## src/nfa_pkg.sv

```systemverilog
// ----------------------------------------------------------------------------
// nfa_pkg
// shared types and codes for the nfa string matcher
// ----------------------------------------------------------------------------
package nfa_pkg;

    localparam int SYMBOL_W = 8;
    localparam int TARGET_W = 3;
    localparam int CFG_W    = 4;

    typedef enum logic [1:0] {
        ACT_LOAD  = 2'd0,
        ACT_BEGIN = 2'd1,
        ACT_FEED  = 2'd2,
        ACT_NONE  = 2'd3
    } action_t;

    typedef enum logic [2:0] {
        ST_CLEAR,
        ST_IDLE,
        ST_SCAN,
        ST_LAST,
        ST_DONE
    } state_t;

    typedef struct packed {
        logic                valid;
        logic [SYMBOL_W-1:0] label;
        logic [TARGET_W-1:0] target;
    } rel_entry_t;

endpackage

```

## src/nfa_string_matcher.sv

```systemverilog
// ----------------------------------------------------------------------------
// nfa_string_matcher
// nondeterministic finite automaton over a byte string, relation table in a
// memory swept by one shared compare unit
//
//   channel  direction  handshake          content
//   s_       in         s_valid / s_ready  load, begin or feed request
//   m_       out        m_valid / m_ready  alive, verdict, accepted, active set
//   cfg_     in         cfg_we             states in use
//
// load, begin, unused action and a feed on a dead string go straight to the
// done state, a feed on a live string scans states_in_use*MAX_RELATIONS entries: the scan reads
// one table entry per cycle through one memory port
// after reset a clearing pass over all NUM_NODES*MAX_RELATIONS entries runs first
// s_ready is high only when idle; a request is taken while a result still waits
// a stalled result holds the block in its final state until m_ready
// ----------------------------------------------------------------------------
module nfa_string_matcher
    import nfa_pkg::*;
#(
    parameter int NUM_NODES     = 8,
    parameter int MAX_RELATIONS = 4
) (
    input  logic       aclk,
    input  logic       aresetn,
    input  logic       cfg_we,
    input  logic [3:0] cfg_wdata,
    input  logic       s_valid,
    output logic       s_ready,
    input  logic [1:0] s_action,
    input  logic [2:0] s_source_node,
    input  logic [1:0] s_relation_slot,
    input  logic [7:0] s_symbol,
    input  logic [2:0] s_next_node,
    input  logic       s_relation_valid,
    input  logic       s_last_symbol,
    output logic       m_valid,
    input  logic       m_ready,
    output logic       m_alive,
    output logic       m_verdict_ready,
    output logic       m_accepted,
    output logic [7:0] m_active_set
);

    localparam int TABLE_SIZE = NUM_NODES * MAX_RELATIONS;
    localparam int ADDR_W     = (TABLE_SIZE > 1) ? $clog2(TABLE_SIZE) : 1;
    localparam int NODE_W     = (NUM_NODES > 1) ? $clog2(NUM_NODES) : 1;
    localparam int SLOT_W     = (MAX_RELATIONS > 1) ? $clog2(MAX_RELATIONS) : 1;
    localparam logic [CFG_W-1:0] STATES_RST =
        CFG_W'((NUM_NODES < 8) ? NUM_NODES : 8);

    state_t state_reg, state_next;

    logic [CFG_W-1:0]     states_reg;
    logic [NUM_NODES-1:0] active_reg, active_next;
    logic                 dead_reg, dead_next;
    logic [NUM_NODES-1:0] acc_reg, acc_next;

    logic [SYMBOL_W-1:0]  symbol_reg;
    logic                 verdict_reg;

    logic [ADDR_W-1:0]    addr_reg;
    logic [NODE_W-1:0]    node_reg;
    logic [SLOT_W-1:0]    slot_reg;
    logic [NODE_W-1:0]    rd_node_reg;
    logic                 rd_vld_reg;

    rel_entry_t           mem [TABLE_SIZE];
    rel_entry_t           rd_data_reg;
    logic                 mem_we;
    logic [ADDR_W-1:0]    mem_waddr;
    rel_entry_t           mem_wdata;

    logic                 m_valid_reg;
    logic                 m_alive_reg;
    logic                 m_verdict_reg;
    logic                 m_accepted_reg;
    logic [7:0]           m_active_reg;

    logic                 in_fire;
    logic                 load_ok;
    logic                 clear_end;
    logic                 scan_end;
    logic                 slot_end;
    logic                 out_free;
    logic                 hit;
    logic [NUM_NODES-1:0] hit_vec;
    logic [NUM_NODES-1:0] shown;
    logic [NUM_NODES+7:0] shown_pad;
    logic                 shown_any;
    logic                 accept_bit;

    assign in_fire   = s_valid && s_ready;
    assign load_ok   = (int'(s_source_node) < NUM_NODES) &&
                       (int'(s_relation_slot) < MAX_RELATIONS);
    assign clear_end = (addr_reg == ADDR_W'(TABLE_SIZE - 1));
    assign slot_end  = (slot_reg == SLOT_W'(MAX_RELATIONS - 1));
    assign scan_end  = slot_end && (int'(node_reg) == int'(states_reg) - 1);
    assign out_free  = !m_valid_reg || m_ready;

    // compare unit
    always_comb begin
        hit = rd_vld_reg && rd_data_reg.valid && (rd_data_reg.label == symbol_reg) &&
              (int'(rd_data_reg.target) < int'(states_reg)) && active_reg[rd_node_reg];
        for (int n = 0; n < NUM_NODES; n++) begin
            hit_vec[n] = hit && (int'(rd_data_reg.target) == n);
        end
        acc_next = acc_reg | hit_vec;
    end

    // visible set and verdict
    always_comb begin
        accept_bit = 1'b0;
        for (int n = 0; n < NUM_NODES; n++) begin
            shown[n] = !dead_reg && active_reg[n] && (n < int'(states_reg));
            if (n + 1 == int'(states_reg)) begin
                accept_bit = shown[n];
            end
        end
        shown_any = |shown;
        shown_pad = {8'd0, shown};
    end

    // next state
    always_comb begin
        state_next = state_reg;
        case (state_reg)
            ST_CLEAR: begin
                if (clear_end) begin
                    state_next = ST_IDLE;
                end
            end
            ST_IDLE: begin
                if (s_valid) begin
                    if (action_t'(s_action) == ACT_FEED && !dead_reg) begin
                        state_next = ST_SCAN;
                    end else begin
                        state_next = ST_DONE;
                    end
                end
            end
            ST_SCAN: begin
                if (scan_end) begin
                    state_next = ST_LAST;
                end
            end
            ST_LAST: state_next = ST_DONE;
            ST_DONE: begin
                if (out_free) begin
                    state_next = ST_IDLE;
                end
            end
            default: state_next = ST_IDLE;
        endcase
    end

    // outputs and datapath control
    always_comb begin
        s_ready     = 1'b0;
        mem_we      = 1'b0;
        mem_waddr   = addr_reg;
        mem_wdata   = '0;
        active_next = active_reg;
        dead_next   = dead_reg;
        case (state_reg)
            ST_CLEAR: begin
                mem_we = 1'b1;
            end
            ST_IDLE: begin
                s_ready = 1'b1;
                if (s_valid && action_t'(s_action) == ACT_LOAD && load_ok) begin
                    mem_we    = 1'b1;
                    mem_waddr = ADDR_W'(int'(s_source_node) * MAX_RELATIONS +
                                        int'(s_relation_slot));
                    mem_wdata = '{valid: s_relation_valid, label: s_symbol,
                                  target: s_next_node};
                end
                if (s_valid && action_t'(s_action) == ACT_BEGIN) begin
                    active_next = NUM_NODES'(1);
                    dead_next   = 1'b0;
                end
            end
            ST_LAST: begin
                active_next = acc_next;
                dead_next   = (acc_next == '0);
            end
            default: ;
        endcase
    end

    always_ff @(posedge aclk) begin
        if (mem_we) begin
            mem[mem_waddr] <= mem_wdata;
        end
        rd_data_reg <= mem[addr_reg];
    end

    always_ff @(posedge aclk) begin
        if (!aresetn) begin
            state_reg   <= ST_CLEAR;
            states_reg  <= STATES_RST;
            active_reg  <= NUM_NODES'(1);
            dead_reg    <= 1'b0;
            addr_reg    <= '0;
            rd_vld_reg  <= 1'b0;
            m_valid_reg <= 1'b0;
        end else begin
            state_reg  <= state_next;
            active_reg <= active_next;
            dead_reg   <= dead_next;

            if (cfg_we) begin
                if (cfg_wdata == '0) begin
                    states_reg <= CFG_W'(1);
                end else if (int'(cfg_wdata) > NUM_NODES) begin
                    states_reg <= CFG_W'(NUM_NODES);
                end else begin
                    states_reg <= cfg_wdata;
                end
            end

            rd_vld_reg <= (state_reg == ST_SCAN);

            case (state_reg)
                ST_CLEAR: begin
                    addr_reg <= clear_end ? '0 : addr_reg + ADDR_W'(1);
                end
                ST_SCAN: begin
                    addr_reg <= addr_reg + ADDR_W'(1);
                end
                default: addr_reg <= '0;
            endcase

            if (state_reg == ST_DONE && out_free) begin
                m_valid_reg <= 1'b1;
            end else if (m_valid_reg && m_ready) begin
                m_valid_reg <= 1'b0;
            end
        end
    end

    // payload registers
    always_ff @(posedge aclk) begin
        rd_node_reg <= node_reg;
        if (in_fire) begin
            symbol_reg  <= s_symbol;
            verdict_reg <= (action_t'(s_action) == ACT_BEGIN) ||
                           (action_t'(s_action) == ACT_FEED && s_last_symbol);
            acc_reg     <= '0;
            node_reg    <= '0;
            slot_reg    <= '0;
        end else if (state_reg == ST_SCAN) begin
            acc_reg <= acc_next;
            if (slot_end) begin
                slot_reg <= '0;
                node_reg <= node_reg + NODE_W'(1);
            end else begin
                slot_reg <= slot_reg + SLOT_W'(1);
            end
        end
        if (state_reg == ST_DONE && out_free) begin
            m_alive_reg    <= shown_any;
            m_verdict_reg  <= verdict_reg;
            m_accepted_reg <= verdict_reg && shown_any && accept_bit;
            m_active_reg   <= shown_pad[7:0];
        end
    end

    assign m_valid         = m_valid_reg;
    assign m_alive         = m_alive_reg;
    assign m_verdict_ready = m_verdict_reg;
    assign m_accepted      = m_accepted_reg;
    assign m_active_set    = m_active_reg;

    // checks
    a_no_request_in_clear: assert property (@(posedge aclk) disable iff (!aresetn)
        (state_reg == ST_CLEAR) |-> !s_ready)
        else $error("request taken during clearing pass");

    a_no_write_in_scan: assert property (@(posedge aclk) disable iff (!aresetn)
        (state_reg == ST_SCAN || state_reg == ST_LAST) |-> !mem_we)
        else $error("table written during scan");

    a_scan_feeds_compare: assert property (@(posedge aclk) disable iff (!aresetn)
        (state_reg == ST_SCAN) |=> rd_vld_reg)
        else $error("scan read not compared");

    a_accept_consistent: assert property (@(posedge aclk) disable iff (!aresetn)
        (m_valid && m_accepted) |-> (m_verdict_ready && m_alive))
        else $error("accepted without verdict or live string");

    a_dead_shows_empty: assert property (@(posedge aclk) disable iff (!aresetn)
        (m_valid && !m_alive) |-> (m_active_set == 8'd0))
        else $error("dead string shows active nodes");

endmodule

```

## config.mk

```make
export PLATFORM = sky130hd
export DESIGN_NAME = nfa_string_matcher
export DESIGN_NICKNAME = d
export VERILOG_FILES = /design/src/nfa_pkg.sv /design/src/nfa_string_matcher.sv
export SDC_FILE = /design/constraint.sdc
export NUM_CORES = 1
export LEC_CHECK = 0
export BUFFER_PORTS_ARGS = -buffer_cell sky130_fd_sc_hd__clkbuf_2
export CAP_MARGIN = 20
export CORE_UTILIZATION = 60
export CTS_BUF_LIST = sky130_fd_sc_hd__clkbuf_4 sky130_fd_sc_hd__clkbuf_8
export DETAILED_ROUTE_END_ITERATION = 12
export PLACE_DENSITY = 0.75
export SYNTH_ARGS = -nofsm -noshare
export SYNTH_HDL_FRONTEND = slang
export SYNTH_SLANG_ARGS = --single-unit
```

## constraint.sdc

```tcl
create_clock -name aclk -period 2.84 [get_ports aclk]
set_input_delay 0.142 -clock aclk [delete_from_list [all_inputs] [get_ports aclk]]
set_output_delay 0.142 -clock aclk [all_outputs]
set_load 0.01 [all_outputs]
```

==> results by group <==
Cells and area
  • Number of flip-flops under the largest register name: 384
  • Nets: 1179
  • Leading cell type in the layout, fill and taps excluded: edfxtp_1
  • Utilization after layout: 0.7089
  • Commonest cells after routing, fill and taps aside: 404 x edfxtp_1, 96 x mux4_2, 74 x clkbuf_8
  • Share of layout cells above drive strength 1: 0.2776
  • P&R area growth vs syn: 15.17%

Drt
  • Via Count: 9738
  • Vias per cell: 6.159
  • 1st-iter DRT viols: 1063
  • Wire per inst: 24.29 um
  • DRT Wirelength: 38400 um
  • DR pass1 iterations: 5
  • Antenna viol nets, final: 0
  • DR DRC count: 0

Synthesis
  • Syn. warnings: 0
  • Post-synth cell types: 55
  • Seq/Total Area, Yosys: 0.7385
  • Post-synth EDFFs: 404
  • Net Count, Synth: 1020
  • Synthesized area per cell: 18.19 um^2
  • Mapped Area: 17810 um^2
  • Most used DFF post-synth: edfxtp_1
  • Cells after synthesis: 979
  • Post-synthesis async set-or-reset flop share: 0
  • Flops & latches, synth: 455

Min path
  • Hold depth: 2
  • Hold Path Class: in2reg

Clocking
  • H-tree depth: 3
  • CTS buffer count: 71
  • TritonCTS clock tree: built
  • Maximum clock path buffer count: 3
  • Setup bufs post-CTS: 0
  • Root buf cell: clkbuf_8
  • Clock slew at reported path FFs: 70 ps
  • Worst skew pair latency: 590 ps
  • Clock sinks: 455

Placed design
  • GPL Wtd Cong: 0.8835
  • DP HPWL: 24310 um
  • Port Buf Inserts: 41

STA
  • Max Clk Rate: 375.3 MHz
  • Final setup viols: 0
  • Unrepaired setup endpoints after global routing: false
  • Tcrit/Tclk final: 0.9383
  • Final hold vios: 0
  • Setup TNS: 0 ps
  • Fin crit period: 2665 ps
  • Worst-Margin Slew: 1092 ps
  • Slew headroom: 0.2694
  • Max Slew Vio Count: 0
  • Final Skew: 18.33 ps

Global routing
  • Global-route wire length before repair: 58370 um
  • Largest net degree at the start of global routing: 58
  • Total GRT Usage: 0.2629
  • Initial antenna violation count: 1
  • Grt total ovfl: 0
  • Vias in the first global route: 9742

Critical path
  • Startpoint types: register
  • Critical setup path kind: reg2reg
  • CP Data Arrival Time: 2860 ps
  • CP max FO: 18
  • Slowest cell delay on critical path: 880 ps
  • Cells on worst reg2reg path: 5
  • CP endpoint kind: register
  • Required time worst endpoint: 3040 ps
  • Crit-path slowest cell: nor2_1
  • CP Cell Sequence: nand2b_1, nor4_4, buf_12, a31oi_1, nor2_1

Floorplan
  • Row Count: 62
  • Die area: 30380 um^2
  • Core area: 28940 um^2
  • Die X-Extent: 174.3 um
  • I/O pin count: 42
  • Starting Density: 0.6155
  • Die Y: 174.3 um

Power
  • Power Dens Cells: 669.9 nW/um^2
  • Worst vdd ir: 0.5297 mV
  • Static Leak: 7.530 nW

Flow run
  • Max-cap violations: 0

Outcome
  • Status: complete, no violations
==> per-stage QoR <==
| stage | std cells | instance area, um^2 | total power (W) | hold WS (ps) | setup slack [ps] |
|---|---|---|---|---|---|
| after floorplan | 979 | 17810 | 0.008207 | 240.9 | 523.7 |
| after global placement | 1410 | 18740 | 0.008502 | 336.6 | 252.8 |
| after detailed placement | 1410 | 18740 | 0.008525 | 332.7 | 75.67 |
| after CTS | 1566 | 20390 | 0.01382 | 40.31 | 99.96 |
| after global routing | 1581 | 20510 | 0.01419 | 66.33 | 23.66 |
| final | 1581 | 20510 | 0.01374 | 106.0 | 175.4 |
==> cell usage after synthesis, drive strengths merged, types with 3 or more instances <==
library cell | number | area share
edfxtp | 404 | 0.68
mux4 | 96 | 0.12
nor2 | 66 | 0.014
dfxtp | 51 | 0.057
o22ai | 51 | 0.018
clkbuf | 29 | 0.0061
nand2 | 27 | 0.0057
o21ai | 24 | 0.0067
buf | 21 | 0.0067
nand3 | 19 | 0.0053
and2 | 18 | 0.0063
nor4 | 18 | 0.0067
inv | 16 | 0.0034
a21oi | 12 | 0.0034
ha | 12 | 0.0084
nor2b | 12 | 0.0042
xnor2 | 9 | 0.0044
a31oi | 8 | 0.0028
nand2b | 8 | 0.0028
a22oi | 7 | 0.0030
mux2i | 6 | 0.0034
nor3 | 6 | 0.0017
or3 | 6 | 0.0021
and3 | 5 | 0.0018
nand3b | 5 | 0.0021
nor3b | 5 | 0.0021
xor2 | 5 | 0.0025
o41ai | 4 | 0.0032
a32oi | 3 | 0.0015
nand4 | 3 | 0.0011
==> routing by layer <==
metal  GRT usage  vias up  routed length (um)
met5           0        -                   0
met4     0.09320        0                1020
met3     0.05993       73                3630
met2      0.3933      472               17930
met1      0.3855     4896               15820
li1            -     4297                   -
==> kinds of logic after synthesis <==
kind of cell	synth area share
XOR/XNOR	0.006885
buffers and inverters	0.01623
multiplexers	0.1248
flip-flops	0.7385
AND/OR/NAND/NOR	0.06028
AO/OA/AOI/OAI	0.04496
adder cells (fa/ha/maj)	0.008430
==> worst paths after layout <==
check | start | end | slack (ps)
worst min register to register | node_reg[1]$_SDFFE_PP0P_ | rd_node_reg[1]$_DFF_P_ | 400
worst max register to register | state_reg[0]$_SDFFE_PN0P_ | mem[4][4]$_DFFE_PP_ | 180
worst max-delay path | state_reg[0]$_SDFFE_PN0P_ | mem[4][4]$_DFFE_PP_ | 180
worst min-delay path | s_action[1] | verdict_reg$_DFFE_PP_ | 110
==> power by group <==
part           switching [W]  internal, W
sequential          0.000126      0.00737
clock                0.00245      0.00287
combinational       0.000516     0.000416
==> critical path, delay by kind of cell (launching register included) <==
family          cells  cell delay [ps]
compound gates      1              190
buf+inv             1              210
flops               1              420
simple gates        3             1440
==> layout make-up <==
cell class / count / area (um^2)
Multi-Input combinational cell: 458 / 4378
Fill cell: 1734 / 8422
Sequential cell: 455 / 13160
Clock buffer: 99 / 1206
Timing Repair Buffer: 136 / 1037
Antenna cell: 1 / 2.502
Clock inverter: 32 / 188.9
Inverter: 16 / 60.06
Tap cell: 384 / 480.5
==> timing repair <==
item	4_1_cts	5_1_grt
gates resized for setup	0	0
hold endpoints to repair	18	0
hold buffers	25	0
endpoints found under the setup margin	0	0
Note: power is estimated with default switching activity, not from simulation.
